--- src/rtl/core/bmpse_pkg.sv ---
package bmpse_pkg;

    localparam int unsigned DATA_W        = 8;
    localparam int unsigned POS_W         = 32;
    localparam int unsigned LEN_BITS      = 10;
    localparam int unsigned SLOT_W        = 4;
    localparam int unsigned APB_ADDR_W    = 3;
    localparam int unsigned APB_DATA_W    = 32;

    localparam logic [POS_W-1:0] HDR_OFF_FIRST = 32'd10;
    localparam logic [POS_W-1:0] HDR_OFF_LAST  = 32'd13;
    localparam logic [POS_W-1:0] HDR_END       = 32'd14;
    localparam logic [POS_W:0]   TRAILER_SPAN  = 33'd11;
    localparam logic [POS_W:0]   TRAILER_LAST  = 33'd10;
    localparam logic [POS_W-1:0] FILE_SIZE_RST = 32'd54;

    localparam logic [3:0] CHAR_BITS = 4'd8;
    localparam logic [3:0] STEP_ONE  = 4'd1;
    localparam logic [3:0] STEP_TWO  = 4'd2;

    typedef enum logic [0:0] {
        KIND_MSG   = 1'b0,
        KIND_COVER = 1'b1
    } kind_t;

    typedef enum logic [0:0] {
        MODE_ONE_BIT = 1'b0,
        MODE_TWO_BIT = 1'b1
    } mode_t;

    typedef enum logic [0:0] {
        REG_MODE      = 1'b0,
        REG_FILE_SIZE = 1'b1
    } reg_idx_t;

    typedef struct packed {
        logic              is_msg;
        logic [DATA_W-1:0] data;
        logic              trailer;
        logic [SLOT_W-1:0] slot;
        logic              embed;
        logic              last;
    } entry_t;

endpackage

--- src/rtl/core/bmpse_front.sv ---
module bmpse_front
(
    input  logic                              clk,
    input  logic                              rst_n,
    input  logic                              in_valid,
    output logic                              in_ready,
    input  logic                              kind,
    input  logic [bmpse_pkg::DATA_W-1:0]      data,
    input  logic [bmpse_pkg::POS_W-1:0]       file_size,
    output logic                              push,
    output bmpse_pkg::entry_t                 push_entry,
    input  logic                              q_full
);

    logic [bmpse_pkg::POS_W-1:0] pos_reg;
    logic [bmpse_pkg::POS_W-1:0] pos_next;
    logic [bmpse_pkg::POS_W-1:0] offset_reg;
    logic [bmpse_pkg::POS_W-1:0] offset_next;
    logic [bmpse_pkg::POS_W:0]   slot_dist;
    logic [1:0]                  lane;
    logic                        is_cover;
    logic                        last;

    assign in_ready = !q_full;
    assign push     = in_valid && !q_full;
    assign is_cover = (bmpse_pkg::kind_t'(kind) == bmpse_pkg::KIND_COVER);

    always_comb
    begin
        slot_dist = {1'b0, pos_reg} + bmpse_pkg::TRAILER_SPAN - {1'b0, file_size};
        last      = ({1'b0, pos_reg} + 33'd1) == {1'b0, file_size};
        lane      = pos_reg[1:0] - 2'd2;

        push_entry.is_msg  = !is_cover;
        push_entry.data    = data;
        push_entry.trailer = slot_dist <= bmpse_pkg::TRAILER_LAST;
        push_entry.slot    = slot_dist[bmpse_pkg::SLOT_W-1:0];
        push_entry.embed   = (pos_reg >= bmpse_pkg::HDR_END) && (pos_reg >= offset_reg);
        push_entry.last    = last;

        pos_next    = pos_reg;
        offset_next = offset_reg;
        if (push && is_cover)
        begin
            if (pos_reg >= bmpse_pkg::HDR_OFF_FIRST && pos_reg <= bmpse_pkg::HDR_OFF_LAST)
            begin
                case (lane)
                    2'd0:    offset_next[7:0]   = data;
                    2'd1:    offset_next[15:8]  = data;
                    2'd2:    offset_next[23:16] = data;
                    default: offset_next[31:24] = data;
                endcase
            end
            if (last)
            begin
                pos_next    = '0;
                offset_next = '0;
            end
            else
            begin
                pos_next = pos_reg + 32'd1;
            end
        end
    end

    always_ff @(posedge clk or negedge rst_n)
    begin
        if (!rst_n)
        begin
            pos_reg    <= '0;
            offset_reg <= '0;
        end
        else
        begin
            pos_reg    <= pos_next;
            offset_reg <= offset_next;
        end
    end

endmodule

--- config.mk ---
export PLATFORM = sky130hd
export DESIGN_NAME = bmpse_front
export DESIGN_NICKNAME = d
export VERILOG_FILES = /design/src/rtl/core/bmpse_pkg.sv /design/src/rtl/core/bmpse_front.sv
export SDC_FILE = /design/constraint.sdc
export NUM_CORES = 1
export LEC_CHECK = 0
export BUFFER_PORTS_ARGS = -buffer_cell sky130_fd_sc_hd__buf_4
export CORE_MARGIN = 2
export CORE_UTILIZATION = 55
export CTS_CLUSTER_SIZE = 30
export DETAILED_ROUTE_END_ITERATION = 16
export PLACE_DENSITY_LB_ADDON = 0.3
export RECOVER_POWER = 50
export SYNTH_ARGS = -nofsm -noshare
export SYNTH_HDL_FRONTEND = slang
export SYNTH_SLANG_ARGS = --single-unit
export TNS_END_PERCENT = 20
--- constraint.sdc ---
create_clock -name clk -period 3.3 [get_ports clk]
set_input_delay 0 -clock clk [delete_from_list [all_inputs] [get_ports clk]]
set_output_delay 0 -clock clk [all_outputs]
set_load 0.02 [all_outputs]
==> summary.md <==
| Metric | Value |
|---|---|
| Area occupied by multi-input gates | `5490 µm²` |
| Crit path time final | `3960 ps` |
| Synth Register Bits | `64` |
| Failing checks | `capacitance limit, slew limit, setup timing` |
| Seq/Total Area, Yosys | `21.2%` |
| Post-synth EDFFs | `0` |
| IO Count | `63` |
| Clock root buffer | `clkbuf_16` |
| Die width | `121 µm` |
| Max_cap viols | `1` |
| Final #Nets | `1250` |
| Gate power share | `45.8%` |
| Crit-path max cell delay | `540 ps` |
| # DRC | `0` |
| Overall routed net length | `22800 µm` |
| Cells after Synth | `950` |
| Starting Density | `56.6%` |
| Syn_area_per_cell | `7.95 µm²` |
| Hpwl dp | `17800 µm` |
| Leakage | `0.00462 µW` |
| Max_slew headroom | `-10.9%` |
| Total GRT Usage | `31.6%` |
| Congestion Overflow GR | `0` |
| Placer Congestion | `0.948` |
| P_int | `2120 µW` |
| CP Max Fanout | `2` |
| Share of layout cells above drive strength 1 | `21.3%` |
| Row Count | `42` |
| First-pass DRT Iterations | `5` |
| Average wire per standard cell | `17.7 µm` |
| Net Sw Frac | `36.0%` |
| Clock Path Buffers | `2` |
| RSZ-0062 raised after global routing | `yes` |
| Initial antenna violation count | `0` |
| Clock-pin transition on the worst setup and hold timing paths | `50 ps` |
| Slew Limit Fails | `65` |
| H-tree level count | `3` |
| Flop pwr share | `25.0%` |
| Pwr Density | `351 nW/µm²` |
| Clock sinks | `64` |
| Sequential standard cell area | `1600 µm²` |
| Global-route wire length before repair | `36800 µm` |
| Post-synth ARST share | `100%` |
| Crit Path Class | `reg -> out` |
| FMAX | `253 MHz` |
| Total Power | `3320 µW` |
| Worst skew pair latency | `330 ps` |
| Vias in the first global route | `7428` |
| Ys Warns | `0` |
| Synth Flop Type | `dfrtp_1` |
| Avg Vias per Cell | `6.00` |
| Startpoint Class | `register` |
| Cell Area, Synth | `7550 µm²` |
| CP arrival | `3960 ps` |
| Area delta synth->final | `25.2%` |
| Fillers | `1090` |
| Utilization after layout | `70.8%` |
| Maximum VDD drop | `0.357 mV` |
| Ant. Diodes | `0` |
| Die boundary height | `121 µm` |
| Yosys cell types | `70` |
| Final Hold Viols | `0` |
| Req. time, crit path | `3300 ps` |
| DRC violation total after the first TritonRoute iteration | `639` |
| Pin count of the biggest net entering global routing | `65` |
| CP max stage cell | `or4_4` |
| Net Count, Synth | `1096` |
| Final setup viols | `1` |
| CTS Buf Count | `9` |
| Antenna viol nets, final | `0` |
| Slew of the pin with the lowest slew margin | `1660 ps` |
| Worst Setup Slack, final | `-660 ps` |
| Port buffer count | `62` |
| P_sw | `1200 µW` |
| DR vias | `7714` |
| Setup TNS | `-660 ps` |
| Cells along the critical path | `ha_4, ha_4, fa_2, a21o_1, a2111oi_2, buf_4, nor4b_4, o2111ai_1, nor3_1, nor4b_2, nand4_1, or4_4, nor4_4, buf_4` |
| Crit end category | `output port` |
| Die Footprint | `14700 µm²` |
| Clk pwr share | `29.2%` |
| Skew final | `6.20 ps` |
| Hold crit path type | `in -> reg` |
| CTS tree | `yes` |
| Core area | `13300 µm²` |
| Status | `complete, but fails checks` |
| Final worst-path cycle share | `120%` |
## area by class of cell
cell class / instances / share of cell area (%)
Timing Repair Buffer: 199 / 15.8
Tap cell: 176 / 2.33
Multi-Input combinational cell: 740 / 58.1
Sequential cell: 64 / 17.0
Inverter: 90 / 3.59
Clock buffer: 13 / 2.75
Clock inverter: 3 / 0.424
## metrics by stage
| step | area (µm²) | hold slack [ps] | std cells | worst slack, ps |
|---|---|---|---|---|
| 2_1_floorplan | 7630 | -296 | 950 | -140 |
| 3_3_place_gp | 9000 | 153 | 1258 | -374 |
| 3_5_place_dp | 9000 | 157 | 1258 | -395 |
| 4_1_cts | 9410 | 232 | 1283 | -683 |
| 5_1_grt | 9450 | 267 | 1285 | -891 |
| 6_report | 9450 | 247 | 1285 | -660 |
## power groups by stage
stage	logic (µW)	clock network (µW)	registers (µW)
after floorplan	892	0	859
after global placement	1430	0	842
after detailed placement	1450	0	844
after CTS	1490	978	830
after global routing	1660	1020	832
final	1520	970	830
## cell usage in the layout (no fill, tap or decap), types with 3 or more instances in the layout
cell type      instances
o21ai_0               37
a22o_1                 4
nand4_1               29
and3_1                10
xor2_1                18
a31oi_1                5
a211oi_1               6
o31ai_1                9
ha_1                  98
o22ai_1                6
o211ai_1              11
a21o_1                32
a221oi_1               4
nor2b_1               12
nor4_1                12
dlygate4sd3_1          9
inv_1                 88
nor3_1                16
nor2_1                76
clkbuf_1              13
a2bb2oi_1              4
a31o_2                 5
or3_1                 11
o21a_1                 7
clkinv_2               3
xnor2_1               46
a211o_1                3
buf_4                176
nand2b_1               4
nor3b_1                4
nand3_1               25
and2_1                11
dfrtp_1               62
nor4_4                 5
nand2_1               72
clkbuf_16              9
mux2i_1               40
a21oi_1               61
and4_1                 4
## repair_timing
item | in CTS | in global routing
resized for setup | 4 | 12
hold endpoints to repair | 86 | 0
pin swaps | 5 | 8
hold buffers | 9 | 0
endpoints found under the setup margin | 6 | 59
buffers inserted | 0 | 2
## final timing paths
kind | from | to | slack [ps] | depth (start not counted)
max | pos_reg[1] | push_entry[6] | -660 | 14
min | kind | pos_reg[3] | 250 | 3
max reg2reg | pos_reg[5] | pos_reg[13] | 120 | 12
min reg2reg | offset_reg[29] | offset_reg[29] | 520 | 2
max in group asynchronous | rst_n | pos_reg[1] | 1550 | 2
min in group asynchronous | rst_n | offset_reg[1] | 620 | 2
## worst max-delay path, delay by kind of cell (launching register included)
kind,cells,cell delay (ps)
simple gates,6,1420
fa+ha+maj,3,840
compound gates,3,600
flops,1,420
buf+inv,2,350
## per-layer routing
layer,GRT usage (%),vias up,wire (µm)
li1,-,3701,-
met3,5.17,48,1850
met1,43.5,3628,9680
met5,0,-,0
met2,51.6,337,10700
met4,8.55,0,497
## kinds of logic (layout without fill, tap and decap cells)
group	count (synthesis)	count (layout)	synth area share [%]
flip-flops	64	64	21.2
AND/OR/NAND/NOR	310	310	21.2
AO/OA/AOI/OAI	222	222	19.4
adder cells (fa/ha/maj)	101	101	16.8
XOR/XNOR	67	67	7.77
buffers and inverters	146	305	8.27
multiplexers	40	40	5.30
## cell usage after synthesis, types with 3 or more instances
library cell	n	area share, %
o41ai_1	4	0.46
nor2b_1	12	0.99
o31ai_1	10	0.99
nor4_1	14	1.2
a21o_1	32	3.2
a211o_1	3	0.35
mux2i_1	40	5.3
a31o_2	5	0.58
buf_4	14	1.4
nand2b_1	4	0.33
a211oi_1	7	0.70
nand3_1	25	1.7
buf_2	11	0.73
nor3b_1	4	0.40
o21a_1	7	0.70
and2_1	11	0.91
xor2_1	19	2.2
nor2_1	76	3.8
a221oi_1	4	0.46
nand4_1	29	2.4
o21ai_0	37	2.5
o211ai_1	11	1.1
and4_1	4	0.46
nor3_1	17	1.1
a2bb2oi_1	4	0.46
or3_1	11	0.91
or4_1	4	0.40
inv_1	89	4.4
xnor2_1	48	5.6
nand2_1	73	3.6
a31oi_1	5	0.41
o22ai_1	6	0.50
clkbuf_1	27	1.3
a21oi_1	61	4.0
and3_1	10	0.83
dfrtp_1	64	21
ha_1	100	17
a22o_1	4	0.46
No activity file was read; power rests on OpenSTA's default activity.
