[src/rtl/core/bmpse_pkg.sv]
package bmpse_pkg;

    localparam int unsigned DATA_W        = 8;
    localparam int unsigned POS_W         = 32;
    localparam int unsigned LEN_BITS      = 10;
    localparam int unsigned SLOT_W        = 4;
    localparam int unsigned APB_ADDR_W    = 3;
    localparam int unsigned APB_DATA_W    = 32;

    localparam logic [POS_W-1:0] HDR_OFF_FIRST = 32'd10;
    localparam logic [POS_W-1:0] HDR_OFF_LAST  = 32'd13;
    localparam logic [POS_W-1:0] HDR_END       = 32'd14;
    localparam logic [POS_W:0]   TRAILER_SPAN  = 33'd11;
    localparam logic [POS_W:0]   TRAILER_LAST  = 33'd10;
    localparam logic [POS_W-1:0] FILE_SIZE_RST = 32'd54;

    localparam logic [3:0] CHAR_BITS = 4'd8;
    localparam logic [3:0] STEP_ONE  = 4'd1;
    localparam logic [3:0] STEP_TWO  = 4'd2;

    typedef enum logic [0:0] {
        KIND_MSG   = 1'b0,
        KIND_COVER = 1'b1
    } kind_t;

    typedef enum logic [0:0] {
        MODE_ONE_BIT = 1'b0,
        MODE_TWO_BIT = 1'b1
    } mode_t;

    typedef enum logic [0:0] {
        REG_MODE      = 1'b0,
        REG_FILE_SIZE = 1'b1
    } reg_idx_t;

    typedef struct packed {
        logic              is_msg;
        logic [DATA_W-1:0] data;
        logic              trailer;
        logic [SLOT_W-1:0] slot;
        logic              embed;
        logic              last;
    } entry_t;

endpackage

[src/rtl/core/bmpse_queue.sv]
module bmpse_queue
(
    input  logic              clk,
    input  logic              rst_n,
    input  logic              push,
    input  bmpse_pkg::entry_t push_entry,
    output logic              full,
    input  logic              pop,
    output logic              head_valid,
    output bmpse_pkg::entry_t head
);

    bmpse_pkg::entry_t slots_reg [2];
    logic              wr_ptr_reg;
    logic              wr_ptr_next;
    logic              rd_ptr_reg;
    logic              rd_ptr_next;
    logic [1:0]        count_reg;
    logic [1:0]        count_next;

    assign full       = (count_reg == 2'd2);
    assign head_valid = (count_reg != 2'd0);
    assign head       = slots_reg[rd_ptr_reg];

    always_comb
    begin
        wr_ptr_next = push ? !wr_ptr_reg : wr_ptr_reg;
        rd_ptr_next = pop ? !rd_ptr_reg : rd_ptr_reg;
        count_next  = count_reg + {1'b0, push} - {1'b0, pop};
    end

    always_ff @(posedge clk)
    begin
        if (push)
        begin
            slots_reg[wr_ptr_reg] <= push_entry;
        end
    end

    always_ff @(posedge clk or negedge rst_n)
    begin
        if (!rst_n)
        begin
            wr_ptr_reg <= 1'b0;
            rd_ptr_reg <= 1'b0;
            count_reg  <= 2'd0;
        end
        else
        begin
            wr_ptr_reg <= wr_ptr_next;
            rd_ptr_reg <= rd_ptr_next;
            count_reg  <= count_next;
        end
    end

endmodule

[config.mk]
export PLATFORM = sky130hd
export DESIGN_NAME = bmpse_queue
export DESIGN_NICKNAME = d
export VERILOG_FILES = /design/src/rtl/core/bmpse_pkg.sv /design/src/rtl/core/bmpse_queue.sv
export SDC_FILE = /design/constraint.sdc
export NUM_CORES = 1
export LEC_CHECK = 0
export BUFFER_PORTS_ARGS = -buffer_cell sky130_fd_sc_hd__buf_2
export CORE_ASPECT_RATIO = 0.6
export CORE_MARGIN = 8
export CORE_UTILIZATION = 53
export CTS_BUF_LIST = sky130_fd_sc_hd__clkbuf_8
export DETAILED_ROUTE_END_ITERATION = 10
export GPL_TIMING_DRIVEN = 0
export MAX_ROUTING_LAYER = met4
export PLACE_DENSITY = 0.8
export SLEW_MARGIN = 10
export SYNTH_ARGS = -nofsm -noshare
export SYNTH_HDL_FRONTEND = slang
export SYNTH_SLANG_ARGS = --single-unit
[constraint.sdc]
create_clock -name clk -period 1.72 [get_ports clk]
set_input_delay 0.172 -clock clk [delete_from_list [all_inputs] [get_ports clk]]
set_output_delay 0.172 -clock clk [all_outputs]
set_load 0.02 [all_outputs]
==> run_results.csv, run 1 <==
group,metric,value,unit
logic_synthesis,synth_top_area_share,0.6839,
clock_network,clkTransAtPathRegs,0.07,ns
run,drv_cap,0,
floorplanning,die_area,4609,sq um
timing,rsz0062_at_grt,"false",
logic_synthesis,ys_seq_elements,36,
place,place_ws,0.2694,ns
clock_network,clock_latency,0.28,ns
routing,drt_iter0_markers,55,
setup_path,crit_slowest_cell,"dfrtp_1",
clock_network,post_cts_buffers,0,
routing,via_per_inst,4.811,
min_path,holdPathEnd,"slots_reg[1][14]",
timing,finalSetupViolations,0,
place,io_buffers,37,
cells_and_area,fin_nets,132,
routing,routed_wl,2.257,mm
setup_path,cp-end-kind,"output pin",
logic_synthesis,syn_avg_cell_area,21.62,sq um
routing,ant_nets,0,
global_routing,antenna_found_initial,0,
logic_synthesis,ys_warn_count,0,
pwr,p_leak,0.7277,nW
floorplanning,placementRows,14,
timing,slew_headroom,0.4455,
timing,period_share,0.9102,
logic_synthesis,synth_largest_area_cell,"edfxtp_1",
logic_synthesis,synth_cells,65,
timing,final_hold_viol_count,0,
setup_path,critPathRequiredTime,1.55,ns
setup_path,reg2reg_from,"wr_ptr_reg",
global_routing,grt_usage,0.1064,
place,hpwlAfterDp,1.623,mm
timing,layout_min_cycle_time,1.566,ns
clock_network,root_buffer,"clkbuf_8",
routing,drc_errors,0,
setup_path,critPathLaunchType,"register",
cells_and_area,syn2layout_area_growth,23.33,%
setup_path,path_cells,"buf_6, buf_12, mux2_4, buf_2",
setup_path,r2r-end,"slots_reg[0][5]",
logic_synthesis,ys_top_cells_by_area,"edfxtp_1, mux2_4, dfrtp_1",
setup_path,critPathMaxStageDelay,0.37,ns
pwr,p_total,2.903,mW
pwr,powerDensity,1675,nW/um^2
timing,worstMarginPinSlew,0.8280,ns
setup_path,critPathKind,"reg -> out",
place,dp_cells,134,
clock_network,numCtsBuffers,5,
clock_network,cts_tree,"yes",
setup_path,reg2reg_depth,1,
min_path,min_path_cells,1,
cells_and_area,nFillCells,181,
logic_synthesis,yosys.cell_types.count,13,
global_routing,grt_pass1_wl,3.436,mm
cells_and_area,diodes,0,
setup_path,critical_path_depth,4,
global_routing,grt_start_max_net_pins,17,
timing,postLayoutSetupSlackWorst,0.1544,ns
global_routing,grt_pass1_vias,751,
cells_and_area,final_cells,143,
setup_path,crit_path_max_fanout,10,
setup_path,critical_path.top_delay_family,"buffers and inverters",
min_path,hold_path.class,"in -> reg",
logic_synthesis,syn-num-nets,87,
floorplanning,coreArea,2505,sq um
outcome,status,"finished clean",
routing,drt-wirelength-per-cell,15.78,um
routing,first_pass_iters,3,
setup_path,cp_num_buf_inv,3,
floorplanning,start_util,0.5609,
cells_and_area,largest_reg_flops,32,
cells_and_area,drive_gt1_frac,0.5676,
routing,vias,688,
global_routing,grt-ovfl-total,0,
logic_synthesis,ys_seq_area_frac,0.7551,
logic_synthesis,syn_area,1405,sq um
timing,final_max_slew_viol_count,0,
cells_and_area,multi_input_area,307.8,sq um
pwr,peakVddDrop,883.5,uV
cells_and_area,regArea,1061,sq um
clock_network,clock_sinks,36,
place,routabilityCongestion,0.6589,
floorplanning,die_h,55.89,um
clock_network,clockBufferDepth,2,
floorplanning,io_pins,38,
clock_network,h-tree-depth,2,
setup_path,r2r_slack,0.27,ns
min_path,hold_start,"push_entry[14]",
setup_path,arrival,1.39,ns
timing,fmax,638.8,MHz
timing,fin_skew,0.004287,ns
floorplanning,die_width,82.47,um
==> layer usage <==
layer  GRT usage  vias up  part of all wire
li1            -      334                 -
met1      0.1186      325              0.42
met2      0.1624       27              0.47
met3     0.05968        2             0.094
met4     0.02239        0            0.0084
met5           -        -                 0
==> report_power, final <==
group          leakage, nW  switching (mW)  internal [mW]
combinational        0.327           0.572          0.514
sequential           0.347          0.0667           1.18
clock               0.0538           0.257          0.314
==> worst max path at each step <==
stage / startpoint / end / slack (ns)
3_5_place_dp: wr_ptr_reg / slots_reg[0][3] / 0.27
5_1_grt: rd_ptr_reg / head[12] / 0.11
6_report: rd_ptr_reg / head[12] / 0.15
2_1_floorplan: wr_ptr_reg / slots_reg[0][0] / 0.19
3_3_place_gp: wr_ptr_reg / slots_reg[0][0] / -0.16
4_1_cts: rd_ptr_reg / head[12] / 0.14
==> synth_stat cells (all sizes together) <==
master  instances
dfrtp           4
buf             2
or2             1
nor2b           2
xor2            2
edfxtp         32
inv             2
xor3            1
ha              2
and2            1
mux2           16
==> kinds of logic (layout without fill, tap and decap cells) <==
kind of cell	Yosys count	after routing	synth area share
buffers and inverters	4	50	0.02761
xor gates and xnor gates	3	3	0.02939
and+or+nand+nor	4	4	0.01781
adders and majority gates	2	2	0.01781
muxes	16	16	0.1523
DFF	36	36	0.7551
==> layout make-up <==
class | instances | area share
Clock buffer | 6 | 0.04765
Sequential cell | 36 | 0.6123
Tap cell | 32 | 0.02310
Clock inverter | 2 | 0.004332
Inverter | 2 | 0.004332
Buffer | 2 | 0.01805
Timing Repair Buffer | 38 | 0.1126
Multi-Input combinational cell | 25 | 0.1776
==> layout by cell type, fill, tap and decap left out <==
cell / synthesis / routed
nor2b_1: 2 / 1
xor3_1: 1 / 1
dlygate4sd3_1: 0 / 1
edfxtp_1: 32 / 32
clkbuf_8: 0 / 6
inv_1: 2 / 4
or2_2: 1 / 1
and2_1: 1 / 1
mux2_2: 7 / 7
mux2_4: 9 / 9
ha_1: 2 / 2
buf_12: 1 / 1
nor2b_2: 0 / 1
buf_2: 0 / 37
xor2_1: 2 / 2
buf_6: 1 / 1
dfrtp_1: 4 / 4
==> through the flow <==
stage	area [sq um]	hold WS, ns	utilization	TNS (ns)
6_report	1733	0.08047	0.6918	0
5_1_grt	1733	0.06933	0.6918	0
4_1_cts	1733	0.07309	0.6918	0
3_5_place_dp	1633	-0.02011	0.6518	0
3_3_place_gp	1630	-0.02478	0.6508	-2.615
2_1_floorplan	1405	-0.1236	-	0
==> repair_timing <==
action                    in CTS  in global routing
gates resized for setup        0                  0
hold endpoints to repair       4                  0
hold buffers                   1                  0
(Power assumes the default switching activity.)
==> run 2, diff against run 1 <==
--- a/config.mk
+++ b/config.mk
@@ -5,15 +5,16 @@
 export SDC_FILE = /design/constraint.sdc
 export NUM_CORES = 1
 export LEC_CHECK = 0
+export ABC_AREA = 1
 export BUFFER_PORTS_ARGS = -buffer_cell sky130_fd_sc_hd__buf_2
 export CORE_ASPECT_RATIO = 0.6
 export CORE_MARGIN = 8
-export CORE_UTILIZATION = 53
+export CORE_UTILIZATION = 54
 export CTS_BUF_LIST = sky130_fd_sc_hd__clkbuf_8
 export DETAILED_ROUTE_END_ITERATION = 10
 export GPL_TIMING_DRIVEN = 0
 export MAX_ROUTING_LAYER = met4
-export PLACE_DENSITY = 0.8
+export PLACE_DENSITY = 0.81
 export SLEW_MARGIN = 10
 export SYNTH_ARGS = -nofsm -noshare
 export SYNTH_HDL_FRONTEND = slang
==> run_results.csv, run 2 <==
group,metric,value,unit
setup_path,critPathKind,"reg -> reg",
cells_and_area,most-common-layout-cells,"buf_2, edfxtp_1, inv_1, nand2_1, o21ai_2",
timing,setup_tns,0,ns
routing,highest_layer,"met4",
floorplanning,die_area,4736,sq um
routing,ant_nets,0,
logic_synthesis,yosysMostFrequentCell,"edfxtp_1",
routing,drt-wirelength-per-cell,14.53,um
pwr,p_total,3.082,mW
place,dp_cells,178,
cells_and_area,diodes,0,
logic_synthesis,syn_area,1484,sq um
routing,vias,875,
place,placed_cell_area,1712,sq um
cells_and_area,largest_reg_flops,32,
cells_and_area,final_cells,187,
logic_synthesis,yosys-top-cells-count,"edfxtp_1, inv_1, nand2_1",
place,place_ws,0.2081,ns
floorplanning,die_h,56.61,um
setup_path,cp_num_buf_inv,0,
floorplanning,placementRows,14,
global_routing,grt_usage,0.1235,
global_routing,antenna_found_initial,0,
clock_network,clock_sinks,36,
clock_network,clkTransAtPathRegs,0.06,ns
logic_synthesis,synth_cells,109,
setup_path,r2r_slack,0.26,ns
global_routing,grt_start_max_net_pins,17,
timing,fin_skew,0.001506,ns
cells_and_area,syn2layout_area_growth,21.42,%
routing,drc_errors,0,
pwr,peakVddDrop,805.7,uV
logic_synthesis,syn-num-nets,131,
logic_synthesis,synth-edff-count,32,
setup_path,critical_path.top_delay_family,"simple AND/OR/NAND/NOR gates",
logic_synthesis,ys_warn_count,0,
min_path,hold_path.class,"in -> reg",
place,io_buffers,37,
setup_path,r2r-end,"slots_reg[0][0]",
timing,rsz0062_at_grt,"false",
floorplanning,start_util,0.5802,
global_routing,grt_pass1_vias,972,
timing,postLayoutSetupSlackWorst,0.2584,ns
logic_synthesis,ys_seq_elements,36,
routing,wl_met2,1.297,mm
cells_and_area,layout_commonest_cell,"buf_2",
outcome,status,"finished clean",
routing,route.met3.wl,175,um
logic_synthesis,synth_largest_area_cell,"edfxtp_1",
place,hpwlAfterDp,2.052,mm
min_path,min_path_cells,1,
logic_synthesis,ys.flop_type,"edfxtp_1",
run,drv_cap,0,
timing,final_max_slew_viol_count,0,
setup_path,critPathMaxStageDelay,0.67,ns
clock_network,clock_latency,0.28,ns
floorplanning,die_width,83.68,um
min_path,hold_start,"push_entry[5]",
logic_synthesis,ys_seq_area_frac,0.7150,
routing,met1_length,1.206,mm
timing,final_hold_viol_count,0,
floorplanning,coreArea,2557,sq um
setup_path,path_cells,"nor2_2",
clock_network,numCtsBuffers,5,
setup_path,critPathRequiredTime,1.63,ns
timing,worstMarginPinSlew,0.8404,ns
global_routing,grt_pass1_wl,4.422,mm
setup_path,crit_slowest_cell,"nor2_2",
place,routabilityCongestion,0.7226,
setup_path,critPathLaunchType,"register",
cells_and_area,fin_area,1802,sq um
routing,first_pass_iters,4,
clock_network,post_cts_buffers,0,
timing,worst_hold_slack,0.07736,ns
routing,via_per_inst,4.679,
timing,slew_headroom,0.4391,
timing,layout_min_cycle_time,1.462,ns
setup_path,crit_path_max_fanout,16,
logic_synthesis,ys_top_cells_by_area,"edfxtp_1, o21ai_2, dfrtp_1",
routing,drt_iter0_markers,62,
timing,finalSetupViolations,0,
logic_synthesis,yosys.cell_types.count,12,
cells_and_area,drive_gt1_frac,0.3935,
floorplanning,io_pins,38,
clock_network,root_buffer,"clkbuf_8",
pwr,powerDensity,1711,nW/um^2
setup_path,cp-end-kind,"register",
logic_synthesis,syn_avg_cell_area,13.61,sq um
clock_network,cts_tree,"yes",
setup_path,reg2reg_depth,1,
clock_network,h-tree-depth,2,
timing,period_share,0.8497,
timing,fmax,684.2,MHz
cells_and_area,final_core_util,0.7045,
setup_path,arrival,1.37,ns
clock_network,clockBufferDepth,2,
routing,routed_wl,2.717,mm
pwr,p_leak,0.8247,nW
logic_synthesis,synth_top_area_share,0.6476,
logic_synthesis,ys_async_sr_fraction,0.1111,
setup_path,reg2reg_from,"wr_ptr_reg",
cells_and_area,fin_nets,176,
global_routing,grt-ovfl-total,0,
min_path,holdPathEnd,"slots_reg[0][5]",
-- run 2: worst max-delay path by stage --
| stage | start | to | slack [ns] | cells after the start |
|---|---|---|---|---|
| floorplan | wr_ptr_reg | slots_reg[0][0] | 0.23 | 1 |
| global placement | wr_ptr_reg | slots_reg[0][7] | -0.11 | 1 |
| detailed placement | wr_ptr_reg | slots_reg[0][13] | 0.21 | 1 |
| CTS | wr_ptr_reg | slots_reg[0][2] | 0.20 | 1 |
| global route | wr_ptr_reg | slots_reg[0][12] | 0.13 | 1 |
| finish | wr_ptr_reg | slots_reg[0][0] | 0.26 | 1 |
-- run 2: layer usage --
metal / vias up / GRT usage
met2: 30 / 0.1939
met1: 392 / 0.1340
met5: - / -
met4: 0 / 0.05623
li1: 447 / -
met3: 6 / 0.05324
-- run 2: cell families after synthesis --
kind of cell             Yosys count  share of synthesized area
flip-flops                        36                     0.7150
buffers and inverters             27                     0.1003
AND/OR/NAND/NOR                   26                    0.06661
AO/OA/AOI/OAI                     16                    0.08938
XOR/XNOR                           2                    0.01181
adder cells (fa/ha/maj)            2                    0.01686
-- run 2: final cells by class --
type,count,area [sq um]
multi-input cells,46,276.5
flip-flops and latches,36,1061
plain buffers,4,62.56
inverters,23,86.33
fillers,183,755.7
well taps,32,40.04
clock inverters,3,11.26
clock buffers,5,68.82
repair buffers,38,195.2
-- run 2: what timing repair did --
action,4_1_cts,5_1_grt
hold buffers,1,0
endpoints found under the hold margin,4,0
resized for setup,0,0
-- run 2: power breakdown --
group / switching [mW] / internal, mW
clock: 0.266 / 0.269
sequential: 0.0645 / 1.18
combinational: 0.827 / 0.478
==> run 3, diff against run 2 <==
--- a/config.mk
+++ b/config.mk
@@ -5,16 +5,16 @@
 export SDC_FILE = /design/constraint.sdc
 export NUM_CORES = 1
 export LEC_CHECK = 0
-export ABC_AREA = 1
+export ABC_AREA = 0
 export BUFFER_PORTS_ARGS = -buffer_cell sky130_fd_sc_hd__buf_2
 export CORE_ASPECT_RATIO = 0.6
 export CORE_MARGIN = 8
-export CORE_UTILIZATION = 54
+export CORE_UTILIZATION = 53
 export CTS_BUF_LIST = sky130_fd_sc_hd__clkbuf_8
 export DETAILED_ROUTE_END_ITERATION = 10
 export GPL_TIMING_DRIVEN = 0
 export MAX_ROUTING_LAYER = met4
-export PLACE_DENSITY = 0.81
+export PLACE_DENSITY = 0.8
 export SLEW_MARGIN = 10
 export SYNTH_ARGS = -nofsm -noshare
 export SYNTH_HDL_FRONTEND = slang
==> constraint.sdc (replaced) <==
create_clock -name clk -period 1.35 [get_ports clk]
set_input_delay 0.135 -clock clk [delete_from_list [all_inputs] [get_ports clk]]
set_output_delay 0.135 -clock clk [all_outputs]
set_load 0.02 [all_outputs]
==> run_results.csv, run 3 (synthesized netlist as in run 1, its figures left out) <==
group,metric,value,unit
timing,final_max_slew_viol_count,0,
cells_and_area,diodes,0,
timing,fmax,666.1,MHz
setup_path,arrival,1.37,ns
outcome,violations,"setup timing",
setup_path,crit_slowest_cell,"dfrtp_1",
setup_path,crit_path_max_fanout,10,
timing,layout_min_cycle_time,1.501,ns
pwr,peakVddDrop,1704,uV
timing,worst_hold_slack,0.03635,ns
pwr,p_leak,0.8078,nW
routing,via_per_inst,5.021,
global_routing,grt_pass1_vias,773,
place,hpwlAfterDp,1.687,mm
cells_and_area,drive_gt1_frac,0.5965,
place,io_buffers,37,
timing,slew_headroom,0.6627,
timing,rsz0062_at_grt,"true",
floorplanning,coreArea,2505,sq um
global_routing,grt_start_max_net_pins,17,
clock_network,clock_sinks,36,
clock_network,numCtsBuffers,5,
setup_path,critPathMaxStageDelay,0.37,ns
routing,route.met3.wl,204,um
timing,fin_skew,0.01079,ns
timing,postLayoutSetupSlackWorst,-0.1513,ns
routing,routed_wl,2.480,mm
clock_network,root_buffer,"clkbuf_8",
cells_and_area,layout_commonest_cell,"edfxtp_1",
routing,wl_met2,1.128,mm
run,drv_cap,0,
cells_and_area,final_core_util,0.7667,
setup_path,critPathKind,"reg -> out",
timing,finalSetupViolations,16,
timing,final_hold_viol_count,0,
global_routing,grt_pass1_wl,3.836,mm
timing,worstMarginPinSlew,0.5049,ns
cells_and_area,nFillCells,147,
floorplanning,die_width,82.47,um
global_routing,grt_usage,0.1205,
pwr,powerDensity,2295,nW/um^2
global_routing,antenna_found_initial,0,
place,placed_cell_area,1633,sq um
cells_and_area,syn2layout_area_growth,36.69,%
routing,ant_nets,0,
setup_path,critPathLaunchType,"register",
setup_path,crit_top_cell,"buf_6",
routing,met1_length,1.114,mm
cells_and_area,fin_nets,135,
routing,drt-wirelength-per-cell,16.99,um
clock_network,clkTransAtPathRegs,0.07,ns
routing,first_pass_iters,4,
clock_network,h-tree-depth,2,
setup_path,critPathRequiredTime,1.22,ns
timing,period_share,1.112,
routing,drt_iter0_markers,42,
routing,vias,733,
place,place_ws,-0.1386,ns
clock_network,cts_tree,"yes",
floorplanning,die_area,4609,sq um
outcome,status,"finished, violations left",
floorplanning,start_util,0.5609,
min_path,hold_path.class,"in -> reg",
clock_network,clock_latency,0.29,ns
global_routing,grt-ovfl-total,0,
setup_path,path_cells,"buf_6, buf_12, mux2_4, buf_6",
cells_and_area,largest_reg_flops,32,
cells_and_area,fin_area,1921,sq um
floorplanning,io_pins,38,
floorplanning,placementRows,14,
place,routabilityCongestion,0.6557,
floorplanning,die_h,55.89,um
routing,highest_layer,"met4",
routing,drc_errors,0,
setup_path,cp-end-kind,"output pin",
cells_and_area,most-common-layout-cells,"edfxtp_1, buf_2, buf_6, mux2_4",
clock_network,clockBufferDepth,2,
==> run 3: changes by cell type in the layout (fill, tap and decap cells not counted), moves of 2 or more <==
cell     delta
buf_2      -17
buf_6      +16
inv_1      -22
mux2_2      +5
mux2_4     +11
nand2_1    -23
o21ai_0     -2
o21ai_2    -14
==> run 3: report_power, final <==
group | leakage, nW | total [mW] | switching, mW | internal, mW
sequential | 0.347 | 1.59 | 0.0935 | 1.50
combinational | 0.402 | 1.91 | 0.845 | 1.07
clock | 0.0593 | 0.901 | 0.361 | 0.540
total | 0.808 | 4.41 | 1.30 | 3.11
==> run 3: timing repair <==
action,in CTS,in global routing
setup endpoints to repair,49,17
hold endpoints to repair,4,0
setup buffers,3,0
resized for setup,34,5
pin swaps,1,0
hold buffers,1,0
==> run 3: worst paths after layout <==
path                                      from               end  slack [ns]  cells past startpoint
worst max-delay path                rd_ptr_reg          head[11]       -0.15                      4
worst min-delay path            push_entry[15]  slots_reg[0][15]        0.04                      1
worst max register to register      wr_ptr_reg   slots_reg[0][7]        0.09                      1
worst min register to register      wr_ptr_reg        wr_ptr_reg        0.56                      1
max in group asynchronous                rst_n      count_reg[0]        1.04                      2
min in group asynchronous                rst_n        wr_ptr_reg        0.18                      2
==> run 3: critical path, delay by kind of cell, from the launching register on <==
| family | cells | cell delay (ns) |
|---|---|---|
| muxes | 1 | 0.30 |
| DFF | 1 | 0.37 |
| buffers and inverters | 3 | 0.40 |
==> run 3: stage by stage <==
| step | power [mW] | instances | setup TNS, ns |
|---|---|---|---|
| after global routing | 4.613 | 146 | -2.838 |
| after global placement | 2.984 | 134 | -2.655 |
| final | 4.407 | 146 | -2.015 |
| after CTS | 4.388 | 146 | -2.135 |
| after floorplan | 2.637 | 65 | 0 |
| after detailed placement | 3.035 | 134 | -3.294 |
==> run 3: area by class of cell <==
| class | count | area, sq um | area share |
|---|---|---|---|
| well taps | 32 | 40.04 | 0.02085 |
| clock inverters | 3 | 38.79 | 0.02020 |
| clock buffers | 5 | 68.82 | 0.03583 |
| inverters | 2 | 7.507 | 0.003909 |
| multi-input cells | 25 | 324.1 | 0.1687 |
| flip-flops and latches | 36 | 1061 | 0.5524 |
| repair buffers | 41 | 349.1 | 0.1818 |
| plain buffers | 2 | 31.28 | 0.01629 |
==> run 3: layer usage <==
layer | GRT usage | vias up
met3 | 0.05806 | 5
met2 | 0.1713 | 32
met5 | - | -
met1 | 0.1437 | 354
met4 | 0.04478 | 0
li1 | - | 342
